**src/col2im_accumulate_assert.svh**
```systemverilog
// Assertion macros used by the design file col2im_accumulate.sv.
`ifndef COL2IM_ACCUMULATE_ASSERT_SVH
`define COL2IM_ACCUMULATE_ASSERT_SVH
`ifndef NO_ASSERTIONS
`define C2I_ASSERT(lbl, prop, msg) \
    lbl: assert property (@(posedge clk) disable iff (!rst_n) (prop)) else $error(msg);
`define C2I_ASSERT_IMPL(lbl, pre, post, msg) \
    lbl: assert property (@(posedge clk) disable iff (!rst_n) (pre) |-> (post)) else $error(msg);
`else
`define C2I_ASSERT(lbl, prop, msg)
`define C2I_ASSERT_IMPL(lbl, pre, post, msg)
`endif
`endif

```
**src/c2i_pkg.sv**
```systemverilog
package c2i_pkg;

    localparam int KERNEL_ROWS = 3;
    localparam int KERNEL_COLS = 3;
    localparam int MAX_COL_DIM = 64;
    localparam int CHANNELS    = 4;
    localparam int DATA_WIDTH  = 16;

    localparam int STORE_DEPTH = CHANNELS * KERNEL_ROWS * KERNEL_COLS * MAX_COL_DIM * MAX_COL_DIM;
    localparam int ADDR_W      = $clog2(STORE_DEPTH);
    localparam int POS_W       = (MAX_COL_DIM > 1) ? $clog2(MAX_COL_DIM) : 1;
    localparam int LIM_W       = $clog2(MAX_COL_DIM + 1);
    localparam int KR_W        = $clog2(KERNEL_ROWS + 1);
    localparam int KC_W        = $clog2(KERNEL_COLS + 1);
    localparam int NTAPS       = KERNEL_ROWS * KERNEL_COLS;
    localparam int SUM_W       = DATA_WIDTH + $clog2(NTAPS);

    localparam int STEP_W   = 4;
    localparam int STEP_MAX = 15;
    localparam int KDIM_MAX = (KERNEL_ROWS > KERNEL_COLS) ? KERNEL_ROWS : KERNEL_COLS;
    localparam int OFF_MAX  = (KDIM_MAX - 1) * STEP_MAX;
    localparam int OFF_W    = $clog2(OFF_MAX + 2);
    localparam int DIFF_W   = $clog2(OFF_MAX + STEP_MAX + 1) + 1;
    localparam int PIX_W    = 11;

    localparam int PADDR_W = 5;
    localparam int PDATA_W = 32;
    localparam logic [2:0] REG_COL_ROWS      = 3'd0;
    localparam logic [2:0] REG_COL_COLS      = 3'd1;
    localparam logic [2:0] REG_PAD_ROWS      = 3'd2;
    localparam logic [2:0] REG_PAD_COLS      = 3'd3;
    localparam logic [2:0] REG_STRIDE_ROWS   = 3'd4;
    localparam logic [2:0] REG_STRIDE_COLS   = 3'd5;
    localparam logic [2:0] REG_DILATION_ROWS = 3'd6;
    localparam logic [2:0] REG_DILATION_COLS = 3'd7;

    localparam logic ACT_WRITE = 1'b0;
    localparam logic ACT_QUERY = 1'b1;

    typedef struct packed {
        logic                  action;
        logic [1:0]            channel;
        logic [1:0]            kernel_row;
        logic [1:0]            kernel_col;
        logic [5:0]            col_row;
        logic [5:0]            col_col;
        logic signed [15:0]    entry_value;
        logic [9:0]            image_row;
        logic [9:0]            image_col;
    } req_t;

    typedef struct packed {
        logic signed [15:0] pixel_sum;
        logic               saturated;
    } rsp_t;

    typedef struct packed {
        logic [6:0] col_rows;
        logic [6:0] col_cols;
        logic [3:0] pad_rows;
        logic [3:0] pad_cols;
        logic [3:0] stride_rows;
        logic [3:0] stride_cols;
        logic [3:0] dilation_rows;
        logic [3:0] dilation_cols;
    } cfg_t;

    typedef struct packed {
        logic             exact;
        logic [OFF_W-1:0] k;
    } tap_fit_t;

    typedef struct packed {
        logic             hit;
        logic [POS_W-1:0] pos;
    } tap_pos_t;

    // Finds k with diff + k*step in [0, step); exact when that value is zero.
    function automatic tap_fit_t tap_fit(input logic signed [DIFF_W-1:0] diff,
                                         input logic [STEP_W-1:0] step);
        tap_fit_t res;
        int       v;
        int       k;
        res = '0;
        for (k = 0; k <= OFF_MAX; k++)
        begin
            v = int'(diff) + k * int'(step);
            if (v >= 0 && v < int'(step))
            begin
                res.k     = OFF_W'(k);
                res.exact = (v == 0);
            end
        end
        return res;
    endfunction

    // One axis of a tap: the padded pixel is q*step + r, the tap sits off lower.
    function automatic tap_pos_t dim_tap(input logic [PIX_W-1:0]  q,
                                         input logic [STEP_W-1:0] r,
                                         input logic [OFF_W-1:0]  off,
                                         input logic [STEP_W-1:0] step,
                                         input logic [LIM_W-1:0]  lim);
        tap_pos_t                 res;
        tap_fit_t                 fit;
        logic signed [DIFF_W-1:0] diff;
        logic [PIX_W-1:0]         pos_full;
        diff     = DIFF_W'(r) - DIFF_W'(off);
        fit      = tap_fit(diff, step);
        pos_full = q - PIX_W'(fit.k);
        res.hit  = fit.exact && (q >= PIX_W'(fit.k)) && (pos_full < PIX_W'(lim));
        res.pos  = pos_full[POS_W-1:0];
        return res;
    endfunction

    function automatic logic [ADDR_W-1:0] store_addr(input int ch, input int kr, input int kc,
                                                     input int r, input int c);
        return ADDR_W'((((ch * KERNEL_ROWS + kr) * KERNEL_COLS + kc) * MAX_COL_DIM + r)
                       * MAX_COL_DIM + c);
    endfunction

endpackage

```
**src/c2i_regs.sv**
```systemverilog
module c2i_regs (
    input  logic                           clk,
    input  logic                           rst_n,
    input  logic                           psel,
    input  logic                           penable,
    input  logic                           pwrite,
    input  logic [c2i_pkg::PADDR_W-1:0]    paddr,
    input  logic [c2i_pkg::PDATA_W-1:0]    pwdata,
    output logic [c2i_pkg::PDATA_W-1:0]    prdata,
    output logic                           pready,
    output c2i_pkg::cfg_t                  cfg
);

    c2i_pkg::cfg_t cfg_reg, cfg_next;
    logic [2:0]    idx;
    logic          wr_en;

    assign idx   = paddr[c2i_pkg::PADDR_W-1:2];
    assign wr_en = psel && penable && pwrite;

    always_comb
    begin
        cfg_next = cfg_reg;
        if (wr_en)
        begin
            case (idx)
                c2i_pkg::REG_COL_ROWS:      cfg_next.col_rows      = pwdata[6:0];
                c2i_pkg::REG_COL_COLS:      cfg_next.col_cols      = pwdata[6:0];
                c2i_pkg::REG_PAD_ROWS:      cfg_next.pad_rows      = pwdata[3:0];
                c2i_pkg::REG_PAD_COLS:      cfg_next.pad_cols      = pwdata[3:0];
                c2i_pkg::REG_STRIDE_ROWS:   cfg_next.stride_rows   = pwdata[3:0];
                c2i_pkg::REG_STRIDE_COLS:   cfg_next.stride_cols   = pwdata[3:0];
                c2i_pkg::REG_DILATION_ROWS: cfg_next.dilation_rows = pwdata[3:0];
                c2i_pkg::REG_DILATION_COLS: cfg_next.dilation_cols = pwdata[3:0];
                default:                    cfg_next = cfg_reg;
            endcase
        end
    end

    always_comb
    begin
        case (idx)
            c2i_pkg::REG_COL_ROWS:      prdata = c2i_pkg::PDATA_W'(cfg_reg.col_rows);
            c2i_pkg::REG_COL_COLS:      prdata = c2i_pkg::PDATA_W'(cfg_reg.col_cols);
            c2i_pkg::REG_PAD_ROWS:      prdata = c2i_pkg::PDATA_W'(cfg_reg.pad_rows);
            c2i_pkg::REG_PAD_COLS:      prdata = c2i_pkg::PDATA_W'(cfg_reg.pad_cols);
            c2i_pkg::REG_STRIDE_ROWS:   prdata = c2i_pkg::PDATA_W'(cfg_reg.stride_rows);
            c2i_pkg::REG_STRIDE_COLS:   prdata = c2i_pkg::PDATA_W'(cfg_reg.stride_cols);
            c2i_pkg::REG_DILATION_ROWS: prdata = c2i_pkg::PDATA_W'(cfg_reg.dilation_rows);
            c2i_pkg::REG_DILATION_COLS: prdata = c2i_pkg::PDATA_W'(cfg_reg.dilation_cols);
            default:                    prdata = '0;
        endcase
    end

    always_ff @(posedge clk or negedge rst_n)
    begin
        if (!rst_n)
        begin
            cfg_reg.col_rows      <= 7'd1;
            cfg_reg.col_cols      <= 7'd1;
            cfg_reg.pad_rows      <= 4'd0;
            cfg_reg.pad_cols      <= 4'd0;
            cfg_reg.stride_rows   <= 4'd1;
            cfg_reg.stride_cols   <= 4'd1;
            cfg_reg.dilation_rows <= 4'd1;
            cfg_reg.dilation_cols <= 4'd1;
        end
        else
        begin
            cfg_reg <= cfg_next;
        end
    end

    assign pready = 1'b1;
    assign cfg    = cfg_reg;

endmodule

```
**config.mk**
```make
export PLATFORM = sky130hd
export DESIGN_NAME = c2i_regs
export DESIGN_NICKNAME = d
export VERILOG_FILES = /design/src/col2im_accumulate_assert.svh /design/src/c2i_pkg.sv /design/src/c2i_regs.sv
export SDC_FILE = /design/constraint.sdc
export NUM_CORES = 1
export LEC_CHECK = 0
export ABC_AREA = 0
export BUFFER_PORTS_ARGS = -buffer_cell sky130_fd_sc_hd__clkbuf_2
export CAP_MARGIN = 25
export CORE_MARGIN = 3
export CORE_UTILIZATION = 44
export DETAILED_ROUTE_END_ITERATION = 10
export PLACE_DENSITY = 0.81
export SYNTH_ARGS = -nofsm -noshare
export SYNTH_HDL_FRONTEND = slang
export SYNTH_SLANG_ARGS = --single-unit
```
**constraint.sdc**
```tcl
create_clock -name clk -period 1.5 [get_ports clk]
set_clock_uncertainty 0.15 [all_clocks]
set_input_delay 0.075 -clock clk [delete_from_list [all_inputs] [get_ports clk]]
set_output_delay 0.075 -clock clk [all_outputs]
set_load 0.005 [all_outputs]
```
==> results.txt <==
----------------------------------------------------
[Worst setup path]
  Sort of element at the start of the critical path ... register
  Crit path capture type ... primary output
  Path depth of the worst reg2reg path ... 2
  Crit Path Class ... reg -> out
  Endpoint of the worst-slack reg-to-reg timing path ... cfg[3]
  Data arrival time of the critical path ... 1420 ps
  R2R Path Start ... cfg[3]
  Maximum fanout encountered on the critical timing path ... 3
  Required time reported for the critical path endpoint ... 1270 ps
  Minimum setup slack among reg-to-reg paths ... 470 ps

[Clock network]
  CTS Root Cell ... clkbuf_8
  Insertion delay to the later sink of the worst-skew pair ... 300 ps
  Number of H-tree branching levels ... 2
  Clock tree from TritonCTS ... yes
  CTS clk-pin slew, worst paths ... 80 ps
  Buffer levels on the longest clock path ... 2
  Number of buffers inserted during clock tree synthesis ... 5
  Sink Count ... 38

[Floorplanning]
  Die height ... 73.8 um
  Count of pins on the block boundary ... 113
  Core Box Area ... 4380 um^2
  Die extent in x ... 73.8 um
  Row Count ... 24
  Total Die Area ... 5450 um^2
  Starting utilization of the core area ... 46.2%

[STA]
  Number of hold violations in the final report ... 0
  Final cycle utilization of the critical path ... 110%
  Min Hold Slack ... 13.8 ps
  Final setup TNS ... -205 ps
  Setup-failing EPs final ... 2
  Minimum clock period after layout ... 1650 ps
  Setup repair after global routing missed its margin ... yes
  Final number of max-transition violations ... 0
  Worst path setup slack after routing ... -150 ps
  Maximum achievable frequency ... 606 MHz

[Synthesis]
  Commonest register cell after synthesis ... dfrtp_1
  Number of distinct library cells after synthesis ... 23
  Area of the mapped netlist ... 2020 um^2
  Leading cell types by total area after synthesis ... dfrtp_1 40%, mux2_2 17%, buf_4 10%
  Commonest cells in the synthesized netlist ... 32 x dfrtp_1, 30 x mux2_2, 28 x buf_4
  Sequential fraction of the synthesis area ... 47.3%
  Mean cell area of the mapped netlist ... 12.9 um^2
  Post-synth top area share ... 39.6%
  Post-synthesis instance total ... 157
  EDFF count, synth ... 0
  Total of warnings raised by yosys ... 0
  Register bit count reported by yosys ... 38
  Library cell occupying the most area in the post-synthesis netlist ... dfrtp_1
  Asr flop ratio synth ... 100%
  Most frequent cell after synthesis ... dfrtp_1

[GRT]
  Vias in the first global route ... 1490
  Global-route wire length before repair ... 7270 um
  Initial antenna violation count ... 0
  Largest net degree at the start of global routing ... 39
  Tot GR Track Use ... 18.1%
  Congestion Overflow GR ... 0

[Final layout]
  Synthesis-to-finish area growth ... 30.5%
  Max reg flops ... 38
  Count of placed standard cells in the final layout, fillers left out ... 299
  Ant diodes ... 0
  Proportion of layout cells with a drive suffix above 1 ... 57.9%
  Final layout net count ... 288
  End-of-flow core utilization ... 60.2%

[Place]
  Routability Congestion ... 0.798
  Post-detail-place hpwl ... 3280 um
  Number of buffers added on ports ... 59
  Number of cells after detailed placement ... 272

[Outcome]
  Violated checks ... negative setup slack
  Outcome ... finished, violations left

[Pwr]
  Largest voltage drop on the vdd net ... 0.811 mV
  Cell leakage power ... 0.00138 uW
  Cell Pwr Density ... 1180 nW/um^2
  Tot Pwr ... 3120 uW

[Drt]
  Number of DRC violations after detailed routing ... 0
  DRC marker count from the first detailed-route iteration ... 27
  Overall routed net length ... 4740 um
  Average vias per placed instance ... 4.99
  Total vias in the final route ... 1492
  Average wire per cell in the routed design ... 15.8 um
  1st-pass router iterations ... 4
  Remaining number of nets flagged by the antenna check after routing ... 0

[Min path]
  Hold depth ... 2
  Worst hold-check path type ... in -> reg
  Worst Hold Launch ... pwdata[1]
  Min-Delay Endpoint ... cfg[32]

[Run]
  Maxcap violations ... 0

----------------------------------------------------
## how the worst max path moves through the flow
stage | depth (start not counted) | slack (ps) | to | start
finish | 4 | -150 | prdata[0] | cfg[4]
global placement | 4 | 40 | prdata[0] | cfg[12]
detailed placement | 4 | 40 | prdata[0] | cfg[4]
global route | 4 | -230 | prdata[0] | cfg[12]
floorplan | 4 | 220 | cfg[32] | paddr[3]
CTS | 4 | -180 | prdata[0] | cfg[4]
## kinds of logic after synthesis
group	after synthesis	synth area share, %
multiplexers	53	29.9
flip-flops	38	47.3
buffers and inverters	31	11.1
AND/OR/NAND/NOR	21	6.92
AO/OA/AOI/OAI	12	4.45
other	2	0.371
## final cells by class
type	instances	area (um^2)
Sequential cell	38	958
Timing Repair Buffer	89	546
Clock inverter	2	37.5
Fill cell	363	1740
Clock buffer	6	72.6
Tap cell	52	65.1
Multi-Input combinational cell	112	962
## timing repair
item	in CTS	in global routing
pin swaps	4	4
hold buffers	5	0
resized for setup	2	4
setup buffers	8	6
setup endpoints to repair	4	4
hold endpoints to repair	39	0
## metrics by stage
stage               cell area [um^2]  setup WS [ps]
floorplan                       2110            216
global placement                2350           36.4
detailed placement              2350           38.2
CTS                             2580           -180
global route                    2640           -226
finish                          2640           -150
## per-layer routing
layer | vias up | GRT usage, % | share of wire (%)
met5 | - | 0 | 0
met4 | 0 | 5.43 | 1.2
met3 | 7 | 5.88 | 7.7
met2 | 69 | 30.2 | 48
met1 | 725 | 22.1 | 43
li1 | 691 | - | -
## cell usage in the layout, fill, tap and decap left out
master	count
o22a_1	4
dfstp_2	6
conb_1	26
mux2_1	1
nand2_1	1
clkbuf_8	5
mux2i_1	15
nand2b_1	2
nor3b_2	3
clkinvlp_4	1
o22ai_1	4
a211oi_1	1
nor2_2	1
nor3b_1	1
a211oi_2	3
dlygate4sd3_1	5
buf_12	1
clkbuf_2	59
or3_1	2
mux2_4	7
nor2_1	5
nor3_1	3
bufinv_16	1
nand4_1	1
nand4b_4	1
dfrtp_1	32
or3_4	1
mux2_2	30
buf_4	24
clkbuf_1	1
## report_power, final
part           internal, uW  total, uW  leakage [uW]  switching (uW)
clock network           496        872     0.0000514             376
registers              1250       1390      0.000472             145
logic                   508        859      0.000856             350
## worst max-delay path, cell delays in order, from the launching register on
cell      delay, ps
dfstp_2         550
mux2i_1         100
a211oi_2        230
o22a_1          160
clkbuf_2        100
Note: power is estimated with default switching activity, not from simulation.
