### config.mk
export PLATFORM = sky130hd
export DESIGN_NAME = c2i_div
export DESIGN_NICKNAME = d
export VERILOG_FILES = /design/src/col2im_accumulate_assert.svh /design/src/c2i_pkg.sv /design/src/c2i_div.sv
export SDC_FILE = /design/constraint.sdc
export NUM_CORES = 1
export LEC_CHECK = 0
export ABC_AREA = 1
export BUFFER_PORTS_ARGS = -buffer_cell sky130_fd_sc_hd__buf_2
export CAP_MARGIN = 20
export CORE_AREA = 2 2 52 54
export DETAILED_ROUTE_END_ITERATION = 16
export DIE_AREA = 0 0 54 56
export GPL_TIMING_DRIVEN = 1
export PLACE_DENSITY = 0.8
export SLEW_MARGIN = 15
export SYNTH_ARGS = -nofsm -noshare
export SYNTH_HDL_FRONTEND = slang
export SYNTH_SLANG_ARGS = --single-unit
### constraint.sdc
create_clock -name clk -period 3.3 [get_ports clk]
set_input_delay 0.825 -clock clk [delete_from_list [all_inputs] [get_ports clk]]
set_output_delay 0.825 -clock clk [all_outputs]
set_load 0.005 [all_outputs]
### src/col2im_accumulate_assert.svh
// Assertion macros used by the design file col2im_accumulate.sv.
`ifndef COL2IM_ACCUMULATE_ASSERT_SVH
`define COL2IM_ACCUMULATE_ASSERT_SVH
`ifndef NO_ASSERTIONS
`define C2I_ASSERT(lbl, prop, msg) \
    lbl: assert property (@(posedge clk) disable iff (!rst_n) (prop)) else $error(msg);
`define C2I_ASSERT_IMPL(lbl, pre, post, msg) \
    lbl: assert property (@(posedge clk) disable iff (!rst_n) (pre) |-> (post)) else $error(msg);
`else
`define C2I_ASSERT(lbl, prop, msg)
`define C2I_ASSERT_IMPL(lbl, pre, post, msg)
`endif
`endif

### src/c2i_pkg.sv
package c2i_pkg;

    localparam int KERNEL_ROWS = 3;
    localparam int KERNEL_COLS = 3;
    localparam int MAX_COL_DIM = 64;
    localparam int CHANNELS    = 4;
    localparam int DATA_WIDTH  = 16;

    localparam int STORE_DEPTH = CHANNELS * KERNEL_ROWS * KERNEL_COLS * MAX_COL_DIM * MAX_COL_DIM;
    localparam int ADDR_W      = $clog2(STORE_DEPTH);
    localparam int POS_W       = (MAX_COL_DIM > 1) ? $clog2(MAX_COL_DIM) : 1;
    localparam int LIM_W       = $clog2(MAX_COL_DIM + 1);
    localparam int KR_W        = $clog2(KERNEL_ROWS + 1);
    localparam int KC_W        = $clog2(KERNEL_COLS + 1);
    localparam int NTAPS       = KERNEL_ROWS * KERNEL_COLS;
    localparam int SUM_W       = DATA_WIDTH + $clog2(NTAPS);

    localparam int STEP_W   = 4;
    localparam int STEP_MAX = 15;
    localparam int KDIM_MAX = (KERNEL_ROWS > KERNEL_COLS) ? KERNEL_ROWS : KERNEL_COLS;
    localparam int OFF_MAX  = (KDIM_MAX - 1) * STEP_MAX;
    localparam int OFF_W    = $clog2(OFF_MAX + 2);
    localparam int DIFF_W   = $clog2(OFF_MAX + STEP_MAX + 1) + 1;
    localparam int PIX_W    = 11;

    localparam int PADDR_W = 5;
    localparam int PDATA_W = 32;
    localparam logic [2:0] REG_COL_ROWS      = 3'd0;
    localparam logic [2:0] REG_COL_COLS      = 3'd1;
    localparam logic [2:0] REG_PAD_ROWS      = 3'd2;
    localparam logic [2:0] REG_PAD_COLS      = 3'd3;
    localparam logic [2:0] REG_STRIDE_ROWS   = 3'd4;
    localparam logic [2:0] REG_STRIDE_COLS   = 3'd5;
    localparam logic [2:0] REG_DILATION_ROWS = 3'd6;
    localparam logic [2:0] REG_DILATION_COLS = 3'd7;

    localparam logic ACT_WRITE = 1'b0;
    localparam logic ACT_QUERY = 1'b1;

    typedef struct packed {
        logic                  action;
        logic [1:0]            channel;
        logic [1:0]            kernel_row;
        logic [1:0]            kernel_col;
        logic [5:0]            col_row;
        logic [5:0]            col_col;
        logic signed [15:0]    entry_value;
        logic [9:0]            image_row;
        logic [9:0]            image_col;
    } req_t;

    typedef struct packed {
        logic signed [15:0] pixel_sum;
        logic               saturated;
    } rsp_t;

    typedef struct packed {
        logic [6:0] col_rows;
        logic [6:0] col_cols;
        logic [3:0] pad_rows;
        logic [3:0] pad_cols;
        logic [3:0] stride_rows;
        logic [3:0] stride_cols;
        logic [3:0] dilation_rows;
        logic [3:0] dilation_cols;
    } cfg_t;

    typedef struct packed {
        logic             exact;
        logic [OFF_W-1:0] k;
    } tap_fit_t;

    typedef struct packed {
        logic             hit;
        logic [POS_W-1:0] pos;
    } tap_pos_t;

    // Finds k with diff + k*step in [0, step); exact when that value is zero.
    function automatic tap_fit_t tap_fit(input logic signed [DIFF_W-1:0] diff,
                                         input logic [STEP_W-1:0] step);
        tap_fit_t res;
        int       v;
        int       k;
        res = '0;
        for (k = 0; k <= OFF_MAX; k++)
        begin
            v = int'(diff) + k * int'(step);
            if (v >= 0 && v < int'(step))
            begin
                res.k     = OFF_W'(k);
                res.exact = (v == 0);
            end
        end
        return res;
    endfunction

    // One axis of a tap: the padded pixel is q*step + r, the tap sits off lower.
    function automatic tap_pos_t dim_tap(input logic [PIX_W-1:0]  q,
                                         input logic [STEP_W-1:0] r,
                                         input logic [OFF_W-1:0]  off,
                                         input logic [STEP_W-1:0] step,
                                         input logic [LIM_W-1:0]  lim);
        tap_pos_t                 res;
        tap_fit_t                 fit;
        logic signed [DIFF_W-1:0] diff;
        logic [PIX_W-1:0]         pos_full;
        diff     = DIFF_W'(r) - DIFF_W'(off);
        fit      = tap_fit(diff, step);
        pos_full = q - PIX_W'(fit.k);
        res.hit  = fit.exact && (q >= PIX_W'(fit.k)) && (pos_full < PIX_W'(lim));
        res.pos  = pos_full[POS_W-1:0];
        return res;
    endfunction

    function automatic logic [ADDR_W-1:0] store_addr(input int ch, input int kr, input int kc,
                                                     input int r, input int c);
        return ADDR_W'((((ch * KERNEL_ROWS + kr) * KERNEL_COLS + kc) * MAX_COL_DIM + r)
                       * MAX_COL_DIM + c);
    endfunction

endpackage

### src/c2i_div.sv
module c2i_div (
    input  logic                          clk,
    input  logic                          rst_n,
    input  logic                          start,
    input  logic [c2i_pkg::PIX_W-1:0]     dividend,
    input  logic [c2i_pkg::STEP_W-1:0]    divisor,
    output logic                          done,
    output logic [c2i_pkg::PIX_W-1:0]     quotient,
    output logic [c2i_pkg::STEP_W-1:0]    remainder
);

    localparam int CNT_W = $clog2(c2i_pkg::PIX_W + 1);

    logic                          busy_reg, busy_next;
    logic                          done_reg, done_next;
    logic [CNT_W-1:0]              cnt_reg, cnt_next;
    logic [c2i_pkg::PIX_W-1:0]     quo_reg, quo_next;
    logic [c2i_pkg::STEP_W-1:0]    rem_reg, rem_next;
    logic [c2i_pkg::STEP_W-1:0]    dsr_reg, dsr_next;
    logic [c2i_pkg::STEP_W:0]      trial;
    logic                          fits;

    always_comb
    begin
        trial     = {rem_reg, quo_reg[c2i_pkg::PIX_W-1]};
        fits      = trial >= {1'b0, dsr_reg};
        busy_next = busy_reg;
        done_next = 1'b0;
        cnt_next  = cnt_reg;
        quo_next  = quo_reg;
        rem_next  = rem_reg;
        dsr_next  = dsr_reg;
        if (start)
        begin
            busy_next = 1'b1;
            cnt_next  = '0;
            quo_next  = dividend;
            rem_next  = '0;
            dsr_next  = divisor;
        end
        else if (busy_reg)
        begin
            quo_next = {quo_reg[c2i_pkg::PIX_W-2:0], fits};
            rem_next = fits ? c2i_pkg::STEP_W'(trial - {1'b0, dsr_reg})
                            : trial[c2i_pkg::STEP_W-1:0];
            cnt_next = cnt_reg + 1'b1;
            if (cnt_reg == CNT_W'(c2i_pkg::PIX_W - 1))
            begin
                busy_next = 1'b0;
                done_next = 1'b1;
            end
        end
    end

    always_ff @(posedge clk or negedge rst_n)
    begin
        if (!rst_n)
        begin
            busy_reg <= 1'b0;
            done_reg <= 1'b0;
            cnt_reg  <= '0;
        end
        else
        begin
            busy_reg <= busy_next;
            done_reg <= done_next;
            cnt_reg  <= cnt_next;
        end
    end

    always_ff @(posedge clk)
    begin
        quo_reg <= quo_next;
        rem_reg <= rem_next;
        dsr_reg <= dsr_next;
    end

    assign done      = done_reg;
    assign quotient  = quo_reg;
    assign remainder = rem_reg;

endmodule

==> out/metrics.cfg, run 1 <==
[run_status]
status = finished, final reports clean

[global_route]
gr-total-overflow = 0
grt_max_degree = 20
grt_first_pass_wirelength_mm = 3.79
antenna_found_initial = 0
grt_use_total_pct = 16.4
grt_pass1_vias = 904

[cts]
cts_root_buf = clkbuf_4
numCtsBuffers = 3
cts_hold_buf = 0
clock_path_buffers = 2
htree_levels = 1
cts_setup_buffers = 0
clk_latency_ns = 0.30
cts_tree = yes
clkTransAtPathRegs_ns = 0.12
cts_resized = 0
clock_sinks = 25

[timing]
grt_setup_unrepaired = false
finalClockSkew_ns = 0.00157
tns_ns = 0
fmax_ghz = 0.588
fin_crit_sh_pct = 51.6
hold_viol = 0
worst_hold_slack_ns = 0.322
setup_violations = 0
worst_slack_ns = 1.60
finalMaxSlewViolations = 0
min_period_ns = 1.70
worst_slew_pin_slew_ns = 0.390
relSlewSlack_pct = 74.0

[final_layout]
area_growth_pct = 18.1
nFillCells = 230
drive_gt1_share_pct = 27.6
fin_area_um2 = 1430
instances_no_fill = 193
regArea_um2 = 681
final_cell_mix = nand2_1, buf_2, edfxtp_1
final_common_cell = nand2_1
final_nets = 189
multi_input_area_um2 = 467
largest_reg_flops = 11
num_antenna_cells = 0

[setup_path]
crit_family = flip-flops
critical_path.slowest_cell = edfxtp_1
critPathKind = register to output port
reg2reg_slack_ns = 1.82
reg2reg_depth = 7
path_cells = buf_2
startpoint_type = register
rr_startpoint = quotient[10]
cp_max_fo = 2
max_stage_delay_ns = 0.43
cp-end-kind = output port
crit_buf_inv = 1
arrival_ns = 0.88
critPathRequiredTime_ns = 2.47
r2r_end = remainder[2]

[drt]
routed_wl_mm = 2.15
via_per_inst = 4.83
vias = 932
remaining_drc_errors = 0
firstDrtPassIters = 4
dr.first_iter.drc_count = 13
ant_nets = 0
wl_per_cell_um = 11.1

[logic_synthesis]
syn_inst = 128
synth_top_area_cell = edfxtp_1
syn_avg_cell_area_um2 = 9.45
synthTopCellsByArea = edfxtp_1, nand2_1, dfrtp_1
ys_ff_latch = 25
netlist.area_leader.share_pct = 37.2
yosys_warnings = 0
ys_seq_area_share_pct = 56.3
syn-num-nets = 153
netlist_area_um2 = 1210
ys_types = 24

[floorplanning]
rows = 18
die_area_um2 = 3020
dieWidth_um = 54
ios = 34
die_h_um = 56
start_util_pct = 49.7
core-area_um2 = 2430

[pwr]
leakage_uw = 0.000737
peakVddDrop_mv = 0.355
p_per_area_nw_per_um2 = 577

[place]
place.gp.congestion = 0.752
place_ws_ns = 1.43
io_buffers = 33
dp_cells = 189
dpl.hpwl_mm = 1.74
place_area_um2 = 1400

[hold_path]
hold_class = input pin to async pin

[job]
drv_cap = 0

power breakdown:
part	total (µW)	switching (µW)	internal, µW	leakage (µW)
Combinational	281	157	124	0.000453
Clock	124	77.0	47.0	0.0000150
Sequential	419	36.4	382	0.000269
Total	824	270	554	0.000737
worst max path at each step:
stage,start,end,depth (start not counted)
floorplan,start,quotient[0],2
global placement,start,quotient[4],3
detailed placement,start,quotient[4],3
CTS,quotient[7],quotient[7],1
global route,quotient[4],quotient[4],1
finish,quotient[5],quotient[5],1
logic make-up after synthesis:
| family | after synthesis | synth area share (%) |
|---|---|---|
| flops | 25 | 56.3 |
| buf+inv | 16 | 5.17 |
| fa+ha+maj | 7 | 7.86 |
| compound gates | 8 | 3.62 |
| simple gates | 71 | 26.4 |
| xor+xnor | 1 | 0.724 |
worst register-to-register path: stages (launching register included):
cell	delay (ns)
edfxtp_1	0.38
inv_1	0.07
ha_1	0.23
fa_1	0.38
xor2_1	0.15
nand2_1	0.07
nand3_1	0.06
nand2_1	0.05
routing by layer:
metal  global-route usage (%)  part of all wire (%)  up-vias
li1                         -                     -      489
met1                     22.3                    47      416
met2                     27.0                    48       25
met3                     2.42                   3.9        2
met4                     4.29                  0.70        0
met5                        0                     0        -
synthesized netlist by cell type:
cell type,instances
nand2_1,50
edfxtp_1,15
inv_1,11
nand3_1,8
dfrtp_1,6
ha_1,6
dfxtp_1,4
a21oi_1,3
inv_2,3
nand4_1,3
nor2_1,3
buf_2,2
nor2_4,2
o21ai_1,2
a31oi_1,1
fa_1,1
nand2_2,1
nand2_4,1
nor2_2,1
nor4_1,1
o21ai_0,1
o31ai_1,1
or2_4,1
xor2_1,1
metrics by stage:
stage | utilization (%) | power (µW)
after floorplan | - | 615
after global placement | 57.7 | 698
after detailed placement | 57.7 | 708
after CTS | 58.7 | 835
after global routing | 58.7 | 893
final | 58.7 | 824
final cells by class:
type / count / area share (%)
multi-input cells: 87 / 32.7
well taps: 30 / 2.63
flip-flops and latches: 25 / 47.6
clock buffers: 4 / 1.84
repair buffers: 33 / 11.6
inverters: 14 / 3.68
Note: power is estimated with default switching activity, not from simulation.
==> inputs of run 2 (changes only) <==
Settings changed: CORE_AREA 2 2 52 54 to 2 2 53 55, DIE_AREA 0 0 54 56 to 0 0 55 57, PLACE_DENSITY 0.8 to 0.78.
Clock period 3.3 ns to 1.7 ns, I/O delays scaled along.
==> run 2 against run 1 <==
  * Critical path type is now register to register
  * Wire length up 12%
  * Die area is 3.7% higher
  * First-iteration DRC count up 23%
  * Clock skew rose by 0.0012 ns
  * Critical endpoint is now remainder[2]
  * Largest cell class unchanged
  * Sequential cell count is the same
  * Register-to-register slack got worse by 1.6 ns
  * Worst hold slack got worse by 0.046 ns
  * Critical path depth up 6
==> out/metrics.cfg, run 2 (synthesized netlist as in run 1, its figures left out) <==
[run_status]
status = finished, final reports clean

[final_layout]
largest_reg_flops = 11
num_antenna_cells = 0
drive_gt1_share_pct = 27.9
fin_area_um2 = 1450
final_common_cell = nand2_1
instances_no_fill = 196
final_nets = 191
nFillCells = 241
area_growth_pct = 19.6
final_cell_mix = nand2_1, buf_2, edfxtp_1

[drt]
wl_per_cell_um = 12.3
via_per_inst = 4.92
firstDrtPassIters = 4
ant_nets = 0
routed_wl_mm = 2.41
remaining_drc_errors = 0
vias = 964
dr.first_iter.drc_count = 16

[global_route]
grt_use_met2_pct = 30.3
busiest_layer = met2
use_met1_pct = 22.0
grt_use_total_pct = 17.6
grt_pass1_vias = 973
grt_first_pass_wirelength_mm = 4.00
antenna_found_initial = 0
grt_max_degree = 16
gr-total-overflow = 0
grt_use_met3_pct = 3.14

[timing]
setup_violations = 0
fmax_ghz = 0.679
finalClockSkew_ns = 0.00280
hold_viol = 0
worst_slew_pin_slew_ns = 0.309
worst_hold_slack_ns = 0.276
grt_setup_unrepaired = false
fin_crit_sh_pct = 86.7
tns_ns = 0
relSlewSlack_pct = 79.4
finalMaxSlewViolations = 0
min_period_ns = 1.47

[pwr]
total_power_uw = 1630
p_per_area_nw_per_um2 = 1130
peakVddDrop_mv = 0.751
leakage_uw = 0.000746

[floorplanning]
rows = 19
start_util_pct = 46.3
dieWidth_um = 55
ios = 34
core-area_um2 = 2620
die_area_um2 = 3140
die_h_um = 57

[place]
place_area_um2 = 1410
dpl.hpwl_mm = 1.85
io_buffers = 33
dp_cells = 191
place.gp.congestion = 0.890

[cts]
cts_hold_buf = 1
clkTransAtPathRegs_ns = 0.13
cts_setup_buffers = 0
numCtsBuffers = 3
htree_levels = 1
cts_tree = yes
cts_resized = 0
clk_latency_ns = 0.31
clock_path_buffers = 2
cts_root_buf = clkbuf_4
clock_sinks = 25

[job]
drv_cap = 0

[setup_path]
critPathKind = register to register
arrival_ns = 1.70
critPathRequiredTime_ns = 1.93
cp-end-kind = register
startpoint_type = register
reg2reg_slack_ns = 0.23
rr_startpoint = quotient[10]
reg2reg_depth = 7
cp_max_fo = 2
r2r_end = remainder[2]

[hold_path]
hold_end = dsr_reg[1]
min-delay-start = divisor[1]
min_path_cells = 1
hold_class = input pin to register

[run 2: worst max-delay path by stage]
stage | end | slack [ns] | from | cells past startpoint
after floorplan | remainder[2] | 0.33 | quotient[10] | 7
after global placement | quotient[3] | 0.31 | start | 3
after detailed placement | remainder[2] | 0.23 | quotient[10] | 7
after CTS | remainder[2] | 0.21 | quotient[10] | 7
after global routing | remainder[0] | 0.10 | dsr_reg[2] | 9
final | remainder[2] | 0.23 | quotient[10] | 7
[run 2: where the power goes]
| group | total, µW | internal, µW | switching, µW |
|---|---|---|---|
| clock network | 264 | 91.7 | 172 |
| registers | 810 | 742 | 67.5 |
| logic | 557 | 245 | 312 |
| total | 1630 | 1080 | 552 |
[run 2: cell type report]
cell class | instances | area, µm² | share of cell area, %
clock buffers | 4 | 26.3 | 1.82
flip-flops and latches | 25 | 681 | 47.0
inverters | 14 | 52.6 | 3.63
multi-input cells | 87 | 467 | 32.2
well taps | 31 | 38.8 | 2.68
repair buffers | 35 | 183 | 12.6
[run 2: worst max-delay path: stages, from the launching register on]
cell,delay [ns]
edfxtp_1,0.38
inv_1,0.06
ha_1,0.22
fa_1,0.38
xor2_1,0.16
nand2_1,0.07
nand3_1,0.06
nand2_1,0.04
[run 2: metrics by stage]
stage	util [%]	worst slack [ns]
floorplan	-	0.333
global placement	54.0	0.309
detailed placement	54.0	0.233
CTS	55.4	0.213
global route	55.4	0.101
finish	55.4	0.227
[run 2: per-layer routing]
metal | vias up | share of wire, % | routed length, µm
li1 | 491 | - | -
met1 | 439 | 45 | 1090
met2 | 30 | 48 | 1150
met3 | 4 | 5.9 | 142
met4 | 0 | 1.2 | 28
met5 | - | 0 | 0
